$ cat src/hdl/averaged_light_switch_top_defines.svh
// assertion macros for the averaged light switch
`ifndef AVERAGED_LIGHT_SWITCH_TOP_DEFINES_SVH
`define AVERAGED_LIGHT_SWITCH_TOP_DEFINES_SVH

`ifndef ASSERT_OFF
`define ALS_ASSERT_NOW(label, clk_sig, rstn_sig, ante, cons, msg) \
    label: assert property (@(posedge clk_sig) disable iff (!rstn_sig) (ante) |-> (cons)) \
        else $error(msg);
`define ALS_ASSERT_NEXT(label, clk_sig, rstn_sig, ante, cons, msg) \
    label: assert property (@(posedge clk_sig) disable iff (!rstn_sig) (ante) |=> (cons)) \
        else $error(msg);
`else
`define ALS_ASSERT_NOW(label, clk_sig, rstn_sig, ante, cons, msg)
`define ALS_ASSERT_NEXT(label, clk_sig, rstn_sig, ante, cons, msg)
`endif

`endif

$ cat src/hdl/als_pkg.sv
package als_pkg;

    localparam int WINDOW_LEN   = 16;
    localparam int SAMPLE_BITS  = 12;
    localparam int LEVEL_BITS   = 12;
    localparam int PTR_BITS     = $clog2(WINDOW_LEN);
    localparam int CNT_BITS     = $clog2(WINDOW_LEN + 1);
    localparam int SUM_BITS     = SAMPLE_BITS + PTR_BITS;
    localparam int DIV_BITS     = PTR_BITS + 1;
    localparam int STEP_BITS    = $clog2(SUM_BITS);
    localparam int CFG_IDX_BITS = 1;

    localparam logic [LEVEL_BITS-1:0] DARK_RESET  = LEVEL_BITS'(2000);
    localparam logic [LEVEL_BITS-1:0] LIGHT_RESET = LEVEL_BITS'(2400);

    typedef enum logic [CFG_IDX_BITS-1:0] {
        REG_DARK_LEVEL  = 1'b0,
        REG_LIGHT_LEVEL = 1'b1
    } als_reg_t;

    typedef enum logic [1:0] {
        ST_IDLE,
        ST_UPDATE,
        ST_DIVIDE,
        ST_FINISH
    } als_state_t;

    typedef struct packed {
        logic load;
        logic update;
        logic div_step;
        logic finish;
    } als_cmd_t;

    typedef struct packed {
        logic out_free;
    } als_status_t;

endpackage

$ cat src/hdl/als_datapath.sv
`include "averaged_light_switch_top_defines.svh"

module als_datapath
    import als_pkg::*;
(
    input  logic                    clk,
    input  logic                    rst_n,
    input  als_cmd_t                cmd,
    output als_status_t             status,
    input  logic [SAMPLE_BITS-1:0]  sample,
    input  logic                    cfg_we,
    input  logic [CFG_IDX_BITS-1:0] cfg_index,
    input  logic [LEVEL_BITS-1:0]   cfg_data,
    input  logic                    out_ready,
    output logic                    out_valid,
    output logic [SAMPLE_BITS-1:0]  average,
    output logic                    lamp_on
);

    logic [SAMPLE_BITS-1:0] ring_reg [WINDOW_LEN];
    logic [SAMPLE_BITS-1:0] sample_reg;
    logic [SUM_BITS-1:0]    sum_reg;
    logic [SUM_BITS-1:0]    sum_next;
    logic [PTR_BITS-1:0]    slot_reg;
    logic [PTR_BITS-1:0]    slot_next;
    logic [CNT_BITS-1:0]    fill_reg;
    logic [CNT_BITS-1:0]    fill_next;
    logic [LEVEL_BITS-1:0]  dark_reg;
    logic [LEVEL_BITS-1:0]  light_reg;
    logic [SUM_BITS-1:0]    quo_reg;
    logic [SUM_BITS-1:0]    quo_next;
    logic [PTR_BITS-1:0]    rem_reg;
    logic [PTR_BITS-1:0]    rem_next;
    logic [DIV_BITS-1:0]    rem_shift;
    logic [DIV_BITS-1:0]    divisor;
    logic [DIV_BITS-1:0]    rem_diff;
    logic                   lamp_reg;
    logic                   lamp_next;
    logic [SAMPLE_BITS-1:0] avg;
    logic                   out_valid_reg;
    logic                   out_valid_next;
    logic [SAMPLE_BITS-1:0] average_reg;
    logic                   lamp_out_reg;

    // ring update and running sum
    always_comb
    begin
        sum_next = sum_reg - SUM_BITS'(ring_reg[slot_reg]) + SUM_BITS'(sample_reg);
        if (slot_reg == PTR_BITS'(WINDOW_LEN - 1))
            slot_next = '0;
        else
            slot_next = slot_reg + 1'b1;
        if (fill_reg < CNT_BITS'(WINDOW_LEN))
            fill_next = fill_reg + 1'b1;
        else
            fill_next = fill_reg;
    end

    // restoring divide, one quotient bit per step
    always_comb
    begin
        divisor   = DIV_BITS'(fill_reg);
        rem_shift = {rem_reg, quo_reg[SUM_BITS-1]};
        rem_diff  = rem_shift - divisor;
        if (rem_shift >= divisor)
        begin
            rem_next = rem_diff[PTR_BITS-1:0];
            quo_next = {quo_reg[SUM_BITS-2:0], 1'b1};
        end
        else
        begin
            rem_next = rem_shift[PTR_BITS-1:0];
            quo_next = {quo_reg[SUM_BITS-2:0], 1'b0};
        end
    end

    // hysteresis, dark test first
    always_comb
    begin
        avg = quo_reg[SAMPLE_BITS-1:0];
        if (avg < dark_reg)
            lamp_next = 1'b1;
        else if (avg > light_reg)
            lamp_next = 1'b0;
        else
            lamp_next = lamp_reg;
    end

    always_comb
    begin
        if (cmd.finish)
            out_valid_next = 1'b1;
        else if (out_ready)
            out_valid_next = 1'b0;
        else
            out_valid_next = out_valid_reg;
    end

    assign status.out_free = !out_valid_reg || out_ready;

    always_ff @(posedge clk or negedge rst_n)
    begin
        if (!rst_n)
        begin
            for (int i = 0; i < WINDOW_LEN; i++)
                ring_reg[i] <= '0;
            sum_reg       <= '0;
            slot_reg      <= '0;
            fill_reg      <= '0;
            lamp_reg      <= 1'b0;
            out_valid_reg <= 1'b0;
            dark_reg      <= DARK_RESET;
            light_reg     <= LIGHT_RESET;
        end
        else
        begin
            out_valid_reg <= out_valid_next;
            if (cmd.update)
            begin
                ring_reg[slot_reg] <= sample_reg;
                sum_reg            <= sum_next;
                slot_reg           <= slot_next;
                fill_reg           <= fill_next;
            end
            if (cmd.finish)
                lamp_reg <= lamp_next;
            if (cfg_we)
            begin
                case (cfg_index)
                    REG_DARK_LEVEL:  dark_reg  <= cfg_data;
                    REG_LIGHT_LEVEL: light_reg <= cfg_data;
                    default: ;
                endcase
            end
        end
    end

    always_ff @(posedge clk)
    begin
        if (cmd.load)
            sample_reg <= sample;
        if (cmd.update)
        begin
            quo_reg <= sum_next;
            rem_reg <= '0;
        end
        else if (cmd.div_step)
        begin
            quo_reg <= quo_next;
            rem_reg <= rem_next;
        end
        if (cmd.finish)
        begin
            average_reg  <= avg;
            lamp_out_reg <= lamp_next;
        end
    end

    assign out_valid = out_valid_reg;
    assign average   = average_reg;
    assign lamp_on   = lamp_out_reg;

    `ALS_ASSERT_NOW(a_fill_bound, clk, rst_n, 1'b1, fill_reg <= CNT_BITS'(WINDOW_LEN), "fill count beyond window")
    `ALS_ASSERT_NOW(a_rem_below_div, clk, rst_n, cmd.div_step, DIV_BITS'(rem_reg) < divisor, "divider remainder not below divisor")
    `ALS_ASSERT_NEXT(a_finish_valid, clk, rst_n, cmd.finish, out_valid_reg && fill_reg != '0, "finished request not presented")

endmodule

$ cat src/hdl/als_ctrl.sv
module als_ctrl
    import als_pkg::*;
(
    input  logic        clk,
    input  logic        rst_n,
    input  logic        in_valid,
    output logic        in_ready,
    input  als_status_t status,
    output als_cmd_t    cmd
);

    als_state_t           state_reg;
    als_state_t           state_next;
    logic [STEP_BITS-1:0] step_reg;
    logic [STEP_BITS-1:0] step_next;

    always_ff @(posedge clk or negedge rst_n)
    begin
        if (!rst_n)
        begin
            state_reg <= ST_IDLE;
            step_reg  <= '0;
        end
        else
        begin
            state_reg <= state_next;
            step_reg  <= step_next;
        end
    end

    always_comb
    begin
        state_next = state_reg;
        step_next  = step_reg;
        cmd        = '0;
        in_ready   = 1'b0;
        case (state_reg)
            ST_IDLE:
            begin
                in_ready = 1'b1;
                if (in_valid)
                begin
                    cmd.load   = 1'b1;
                    state_next = ST_UPDATE;
                end
            end
            ST_UPDATE:
            begin
                cmd.update = 1'b1;
                step_next  = '0;
                state_next = ST_DIVIDE;
            end
            ST_DIVIDE:
            begin
                cmd.div_step = 1'b1;
                step_next    = step_reg + 1'b1;
                if (step_reg == STEP_BITS'(SUM_BITS - 1))
                    state_next = ST_FINISH;
            end
            ST_FINISH:
            begin
                if (status.out_free)
                begin
                    cmd.finish = 1'b1;
                    state_next = ST_IDLE;
                end
            end
            default:
            begin
                state_next = ST_IDLE;
            end
        endcase
    end

endmodule

$ cat src/hdl/averaged_light_switch_top.sv
// sequence: the result is registered after the ST_UPDATE, ST_DIVIDE and ST_FINISH
// states in that order; ST_FINISH waits while the output register is still held by the sink
// requests: no new request is taken until the previous one has finished; divide by a 16-step restoring divider
// reset: asynchronous, active low; sample ring, sum and fill count cleared,
// lamp state off (lamp_on output register not reset), thresholds 2000 and 2400
module averaged_light_switch_top
    import als_pkg::*;
(
    input  logic                    clk,
    input  logic                    rst_n,
    input  logic                    in_valid,
    output logic                    in_ready,
    input  logic [SAMPLE_BITS-1:0]  sample,
    output logic                    out_valid,
    input  logic                    out_ready,
    output logic [SAMPLE_BITS-1:0]  average,
    output logic                    lamp_on,
    input  logic                    cfg_we,
    input  logic [CFG_IDX_BITS-1:0] cfg_index,
    input  logic [LEVEL_BITS-1:0]   cfg_data
);

    als_cmd_t    cmd;
    als_status_t status;

    als_ctrl u_ctrl (
        .clk      (clk),
        .rst_n    (rst_n),
        .in_valid (in_valid),
        .in_ready (in_ready),
        .status   (status),
        .cmd      (cmd)
    );

    als_datapath u_datapath (
        .clk       (clk),
        .rst_n     (rst_n),
        .cmd       (cmd),
        .status    (status),
        .sample    (sample),
        .cfg_we    (cfg_we),
        .cfg_index (cfg_index),
        .cfg_data  (cfg_data),
        .out_ready (out_ready),
        .out_valid (out_valid),
        .average   (average),
        .lamp_on   (lamp_on)
    );

endmodule
$ cat config.mk
export PLATFORM = sky130hd
export DESIGN_NAME = averaged_light_switch_top
export DESIGN_NICKNAME = d
export VERILOG_FILES = /design/src/hdl/als_pkg.sv /design/src/hdl/als_datapath.sv /design/src/hdl/als_ctrl.sv /design/src/hdl/averaged_light_switch_top.sv
export VERILOG_INCLUDE_DIRS = /design/src /design/src/hdl
export SDC_FILE = /design/constraint.sdc
export NUM_CORES = 1
export LEC_CHECK = 0
export BUFFER_PORTS_ARGS = -buffer_cell sky130_fd_sc_hd__clkbuf_2
export CAP_MARGIN = 20
export CORE_MARGIN = 2
export CORE_UTILIZATION = 51
export CTS_CLUSTER_SIZE = 30
export DETAILED_ROUTE_END_ITERATION = 16
export GPL_ROUTABILITY_DRIVEN = 0
export HOLD_SLACK_MARGIN = 0.02
export PLACE_DENSITY_LB_ADDON = 0.1
export SETUP_SLACK_MARGIN = 0.1
export SLEW_MARGIN = 0
export SYNTH_ARGS = -nofsm -noshare
export SYNTH_HDL_FRONTEND = slang
export SYNTH_SLANG_ARGS = --single-unit
$ cat constraint.sdc
create_clock -name clk -period 8.38 [get_ports clk]
set_input_delay 0.419 -clock clk [delete_from_list [all_inputs] [get_ports clk]]
set_output_delay 0.419 -clock clk [all_outputs]
set_load 0.02 [all_outputs]
==> qor.csv, run 1 <==
metric,value,unit
status,"finished, final reports clean",
crit_end,u_datapath.quo_reg[14],
syn_area,14100,um2
reg2reg_to,u_datapath.quo_reg[14],
finalHoldViolCount,0,
cpLargestDelayFamily,multiplexers,
ys_types,52,
dr.pass1.iters,5,
hold_class,in -> reg,
crit_path_end_kind,flop,
core_area,27100,um2
final_cell_mix,"237 x dfrtp_1, 185 x o21ai_0, 183 x nand2_1",
hpwlAfterDp,20300,um
rr_worst_depth,12,
final_common_cell,dfrtp_1,
final_area,15900,um2
cts_tree,built,
ff2ff_setup_slack,3.55,ns
drv_cap,0,
cts_setup_buffers,0,
ys_async_sr_fraction,84.7,%
critical_path_class,reg -> reg,
crit_chain,"buf_4, mux4_2, mux4_2, fa_1, inv_1, fa_1, a21o_1, a31o_2, a21oi_1, o21ai_0, xnor2_1, o21ai_0",
hold_ws,0.0557,ns
dp.cells,1565,
grt_pass1_wl,51400,um
crit_path_start,u_datapath.slot_reg[0],
synth.avg_cell_area,11.7,um2
synth_edf_count,41,
fin_crit_sh,57.6,%
ys_seq_area_share,53.4,%
grt-ovfl-total,0,
clock.fmax,207,MHz
wirelength,31600,um
gr-usage-all-layers,23.1,%
largest_register_ffs,192,
place_ws,3.51,ns
setup_ws,3.55,ns
synth_ff_type,dfrtp_1,
post_drt_wl_per_cell,19.3,um
vias,9022,
rows,60,
grt_pass1_vias,9034,
fin_setup_tns,0,ns
power_density,466,nW/um2
area_growth,12.8,%
synth_warnings,0,
slew_viol_final,0,
max_stage_delay,0.68,ns
path_clk_slew,0.06,ns
fin_nets,1341,
seq_area,7560,um2
clk_latency,0.57,ns
chipWidth,171,um
synthesis.nets,1306,
finalCoreUtilization,58.8,%
detail-route-antenna-nets,0,
final_cell_count_no_fill,1641,
grt_max_degree,119,
tightest_slew,1.08,ns
htree_levels,1,
viasPerCell,5.50,
postCtsResizedCells,0,
cts.path.max_buffers,3,
cp-start-kind,flop,
place_area,14700,um2
fin_crit,4.83,ns
cts_num_sinks,294,
crit_buf_inv,2,
critPathArrivalTime,5.12,ns
io_pins,45,
leakage,7.08,nW
drive_gt1_share,21.0,%
ir_worst_vdd,0.000279,V
synth_seq_cells,294,
cp.depth,12,
antenna_found_initial,0,
n_fill_cell,2267,
setup_viol_count_final,0,
n_antenna_cell,0,
clock-root-buffer,clkbuf_16,
total_power,7.43,mW
cts_buffers,31,
r2r-start,u_datapath.slot_reg[0],
slowest_stage,buf_4,
drtIter0Drc,606,
rsz0062_at_grt,no,
worstPathRequired,8.67,ns
die-area,29100,um2
multi_input_area,5950,um2
slew_headroom,27.9,%
start_util,52.2,%
critPathMaxFanout,39,
io_buffers,44,
fin_skew,0.0106,ns
die_h,171,um
syn_inst,1209,
drc,0,
[cells in the mapped netlist, types with 2 or more instances]
cell type	instances	area [um2]
a211o_1	3	26.3
a211oi_1	4	30.0
a21boi_0	3	22.5
a21o_1	8	60.1
a21oi_1	24	120
a311oi_1	3	26.3
a31oi_1	2	12.5
and2_1	2	12.5
and3_1	2	12.5
buf_1	3	11.3
buf_2	9	45.0
buf_4	4	30.0
clkbuf_1	55	206
dfrtp_1	239	5980
dfstp_2	10	263
dfxtp_1	4	80.1
edfxtp_1	41	1230
fa_1	13	260
ha_1	54	676
inv_1	101	379
mux2_2	79	890
mux2i_1	6	60.1
mux4_2	60	1350
nand2_1	183	687
nand2b_1	3	18.8
nand3_1	18	90.1
nand4_1	13	81.3
nor2_1	12	45.0
nor2b_1	8	50.1
nor3_1	11	55.1
nor4_1	2	12.5
o211ai_1	5	37.5
o21a_1	3	22.5
o21ai_0	185	926
o21bai_1	2	15.0
o31ai_1	2	15.0
xnor2_1	15	131
xor2_1	4	35.0
[repair_timing]
action                                  4_1_cts  5_1_grt
hold endpoints to repair                    102        1
hold buffers                                 12        1
endpoints found under the setup margin        0        0
[metal layers]
layer / up-vias / track usage [%] / wire length, um
met2: 169 / 37.1 / 14900
met4: 0 / 7.80 / 1050
li1: 4307 / - / -
met3: 63 / 2.82 / 1060
met5: - / 0 / 0
met1: 4483 / 32.9 / 14600
[tightest hold or removal path: cells and delay by family]
kind	cells	cell delay, ns
compound gates	1	0.06
buf+inv	1	0.09
simple gates	1	0.04
[how the worst min path moves through the flow]
stage                             start                        to  slack, ns  cells after the start
6_report                    cfg_data[8]    u_datapath.dark_reg[8]       0.06                      3
5_1_grt                    cfg_data[10]   u_datapath.dark_reg[10]       0.07                      3
4_1_cts                       sample[1]  u_datapath.sample_reg[1]       0.02                      1
3_5_place_dp   u_datapath.ring_reg[108]  u_datapath.ring_reg[108]       0.47                      2
3_3_place_gp   u_datapath.ring_reg[128]  u_datapath.ring_reg[128]       0.46                      2
2_1_floorplan                     rst_n       u_ctrl.state_reg[0]       0.12                      0
[where the power goes]
group | internal (mW) | switching, mW | total [mW]
Clock | 0.852 | 0.560 | 1.41
Sequential | 2.08 | 0.333 | 2.41
Combinational | 1.62 | 1.98 | 3.61
Total | 4.55 | 2.88 | 7.43
[layout make-up]
class | instances | share of cell area, %
timing repair buffer | 74 | 3.37
sequential | 294 | 47.4
clock buffer | 41 | 5.23
multi-input combinational | 742 | 37.3
clock inverter | 17 | 1.37
inverter | 101 | 2.38
tap | 372 | 2.92
[kinds of logic (layout without fill, tap and decap cells)]
logic type	after synthesis	after routing	synth area share [%]
flip-flops	294	294	53.4
AND/OR/NAND/NOR	257	257	7.67
AO/OA/AOI/OAI	254	254	10.0
buffers and inverters	173	233	4.83
multiplexers	145	145	16.3
adder cells (fa/ha/maj)	67	67	6.62
XOR/XNOR	19	19	1.18
No activity file was read; power rests on OpenSTA's default activity.
==> run 2: changes to the inputs <==
clock period = 4.6 ns   (was 8.38 ns; I/O delays follow)
==> qor.csv, run 2 (synthesis gave the netlist of run 1 again) <==
metric,value,unit
status,"finished, final reports clean",
crit_path_end_kind,flop,
vias,9091,
die_h,171,um
fin_crit,4.24,ns
rows,60,
gr-usage-all-layers,23.3,%
drv_cap,0,
drive_gt1_share,22.8,%
final_area,16300,um2
area_growth,15.5,%
ir_worst_vdd,0.000428,V
hold_class,in -> reg,
place_ws,0.272,ns
clock.fmax,236,MHz
hpwlAfterDp,21300,um
n_antenna_cell,0,
tightest_slew,0.974,ns
critical_path_class,reg -> reg,
antenna_found_initial,0,
fin_crit_sh,92.2,%
slew_viol_final,0,
htree_levels,2,
chipWidth,171,um
cts_buffers,34,
crit_buf_inv,2,
io_pins,45,
final_cell_mix,"237 x dfrtp_1, 185 x o21ai_0, 183 x nand2_1",
fin_skew,0.0204,ns
largest_register_ffs,192,
core_area,27100,um2
io_buffers,44,
power_density,854,nW/um2
drc,0,
viasPerCell,5.42,
fin_nets,1376,
final_common_cell,dfrtp_1,
setup_viol_count_final,0,
setup_ws,0.357,ns
grt_pass1_wl,51900,um
place_area,14800,um2
rsz0062_at_grt,no,
cts_num_sinks,294,
clock-root-buffer,clkbuf_16,
max_stage_delay,0.54,ns
path_clk_slew,0.06,ns
path_common_cell,mux4_2,
die-area,29100,um2
leakage,7.29,nW
grt_pass1_vias,9306,
post_drt_wl_per_cell,19.2,um
cp-start-kind,flop,
critPathMaxFanout,18,
grt-ovfl-total,0,
wirelength,32100,um
crit_chain,"buf_12, mux4_2, mux4_2, fa_1, inv_1, ha_1, a21o_1, o21bai_2, o2111ai_2, and2_1, xnor2_1, mux2_2",
dp.cells,1581,
slew_headroom,35.1,%
grt_max_degree,125,
start_util,52.2,%
worstPathRequired,4.86,ns
drtIter0Drc,670,
finalHoldViolCount,0,
clk_latency,0.52,ns
finalCoreUtilization,60.3,%
slowest_stage,dfrtp_4,
detail-route-antenna-nets,0,
final_cell_count_no_fill,1677,
cpLargestDelayFamily,multiplexers,
fin_setup_tns,0,ns
dr.pass1.iters,6,
cts_tree,built,
critPathArrivalTime,4.50,ns
cts.path.max_buffers,3,
-- run 2: cell types whose count changed in the layout (fill, tap and decap cells not counted), moves of 2 or more --
cell | previous run | this run
dlygate4sd3_1 | 13 | 26
clkbuf_16 | 31 | 35
buf_8 | 5 | 1
clkinv_8 | 0 | 2
clkinv_1 | 5 | 0
clkbuf_8 | 2 | 7
nor3_4 | 4 | 0
buf_12 | 0 | 5
nor3_2 | 0 | 4
bufinv_16 | 5 | 3
buf_4 | 12 | 30
-- run 2: worst paths after layout --
kind / start / end / slack (ns) / cells after the start
max in group asynchronous: rst_n / u_datapath.ring_reg[105] / 2.89 / 3
min: in_valid / u_ctrl.state_reg[1] / 0.20 / 4
max reg2reg: u_datapath.slot_reg[0] / u_datapath.quo_reg[11] / 0.36 / 12
max: u_datapath.slot_reg[0] / u_datapath.quo_reg[11] / 0.36 / 12
min in group asynchronous: rst_n / u_datapath.divisor[0] / 0.41 / 2
min reg2reg: u_datapath.ring_reg[2] / u_datapath.ring_reg[2] / 0.47 / 2
-- run 2: worst reg2reg max path, cell delays in order (launching register included) --
cell and delay [ns]:
dfrtp_4 0.54, buf_12 0.23, mux4_2 0.54, mux4_2 0.51
fa_1 0.49, inv_1 0.04, ha_1 0.35, a21o_1 0.23
o21bai_2 0.24, o2111ai_2 0.26, and2_1 0.20, xnor2_1 0.09
mux2_2 0.27
-- run 2: cell type report --
type                            count  area, um2
Tap cell                          372        465
Inverter                          101        379
Clock buffer                       49        998
Multi-Input combinational cell    742       5930
Fill cell                        2177      10800
Timing Repair Buffer              106        827
Clock inverter                     13        175
Sequential cell                   294       7560
-- run 2: per-layer routing --
layer | up-vias | share of wire, % | global-route usage [%]
li1 | 4373 | - | -
met4 | 0 | 2.3 | 6.65
met5 | - | 0 | 0
met3 | 52 | 4.1 | 3.26
met1 | 4485 | 47 | 33.2
met2 | 181 | 47 | 37.5
-- run 2: timing repair --
| action | CTS | global route |
|---|---|---|
| gates resized for setup | 0 | 2 |
| endpoints found under the setup margin | 0 | 3 |
| endpoints found under the hold margin | 159 | 0 |
| hold buffers | 26 | 0 |
| setup buffers | 0 | 7 |
-- run 2: report_power, final --
part / switching [mW] / internal, mW / total (mW) / leakage [nW]
Combinational: 3.62 / 3.08 / 6.70 / 3.09
Clock: 1.08 / 1.69 / 2.77 / 0.576
Sequential: 0.688 / 3.79 / 4.47 / 3.62
-- run 2: stage by stage --
stage	total power [mW]	hold slack, ns
floorplan	9.36	-0.0656
global placement	11.0	0.401
detailed placement	11.1	0.396
CTS	13.9	0.191
global route	15.0	0.249
finish	13.9	0.199
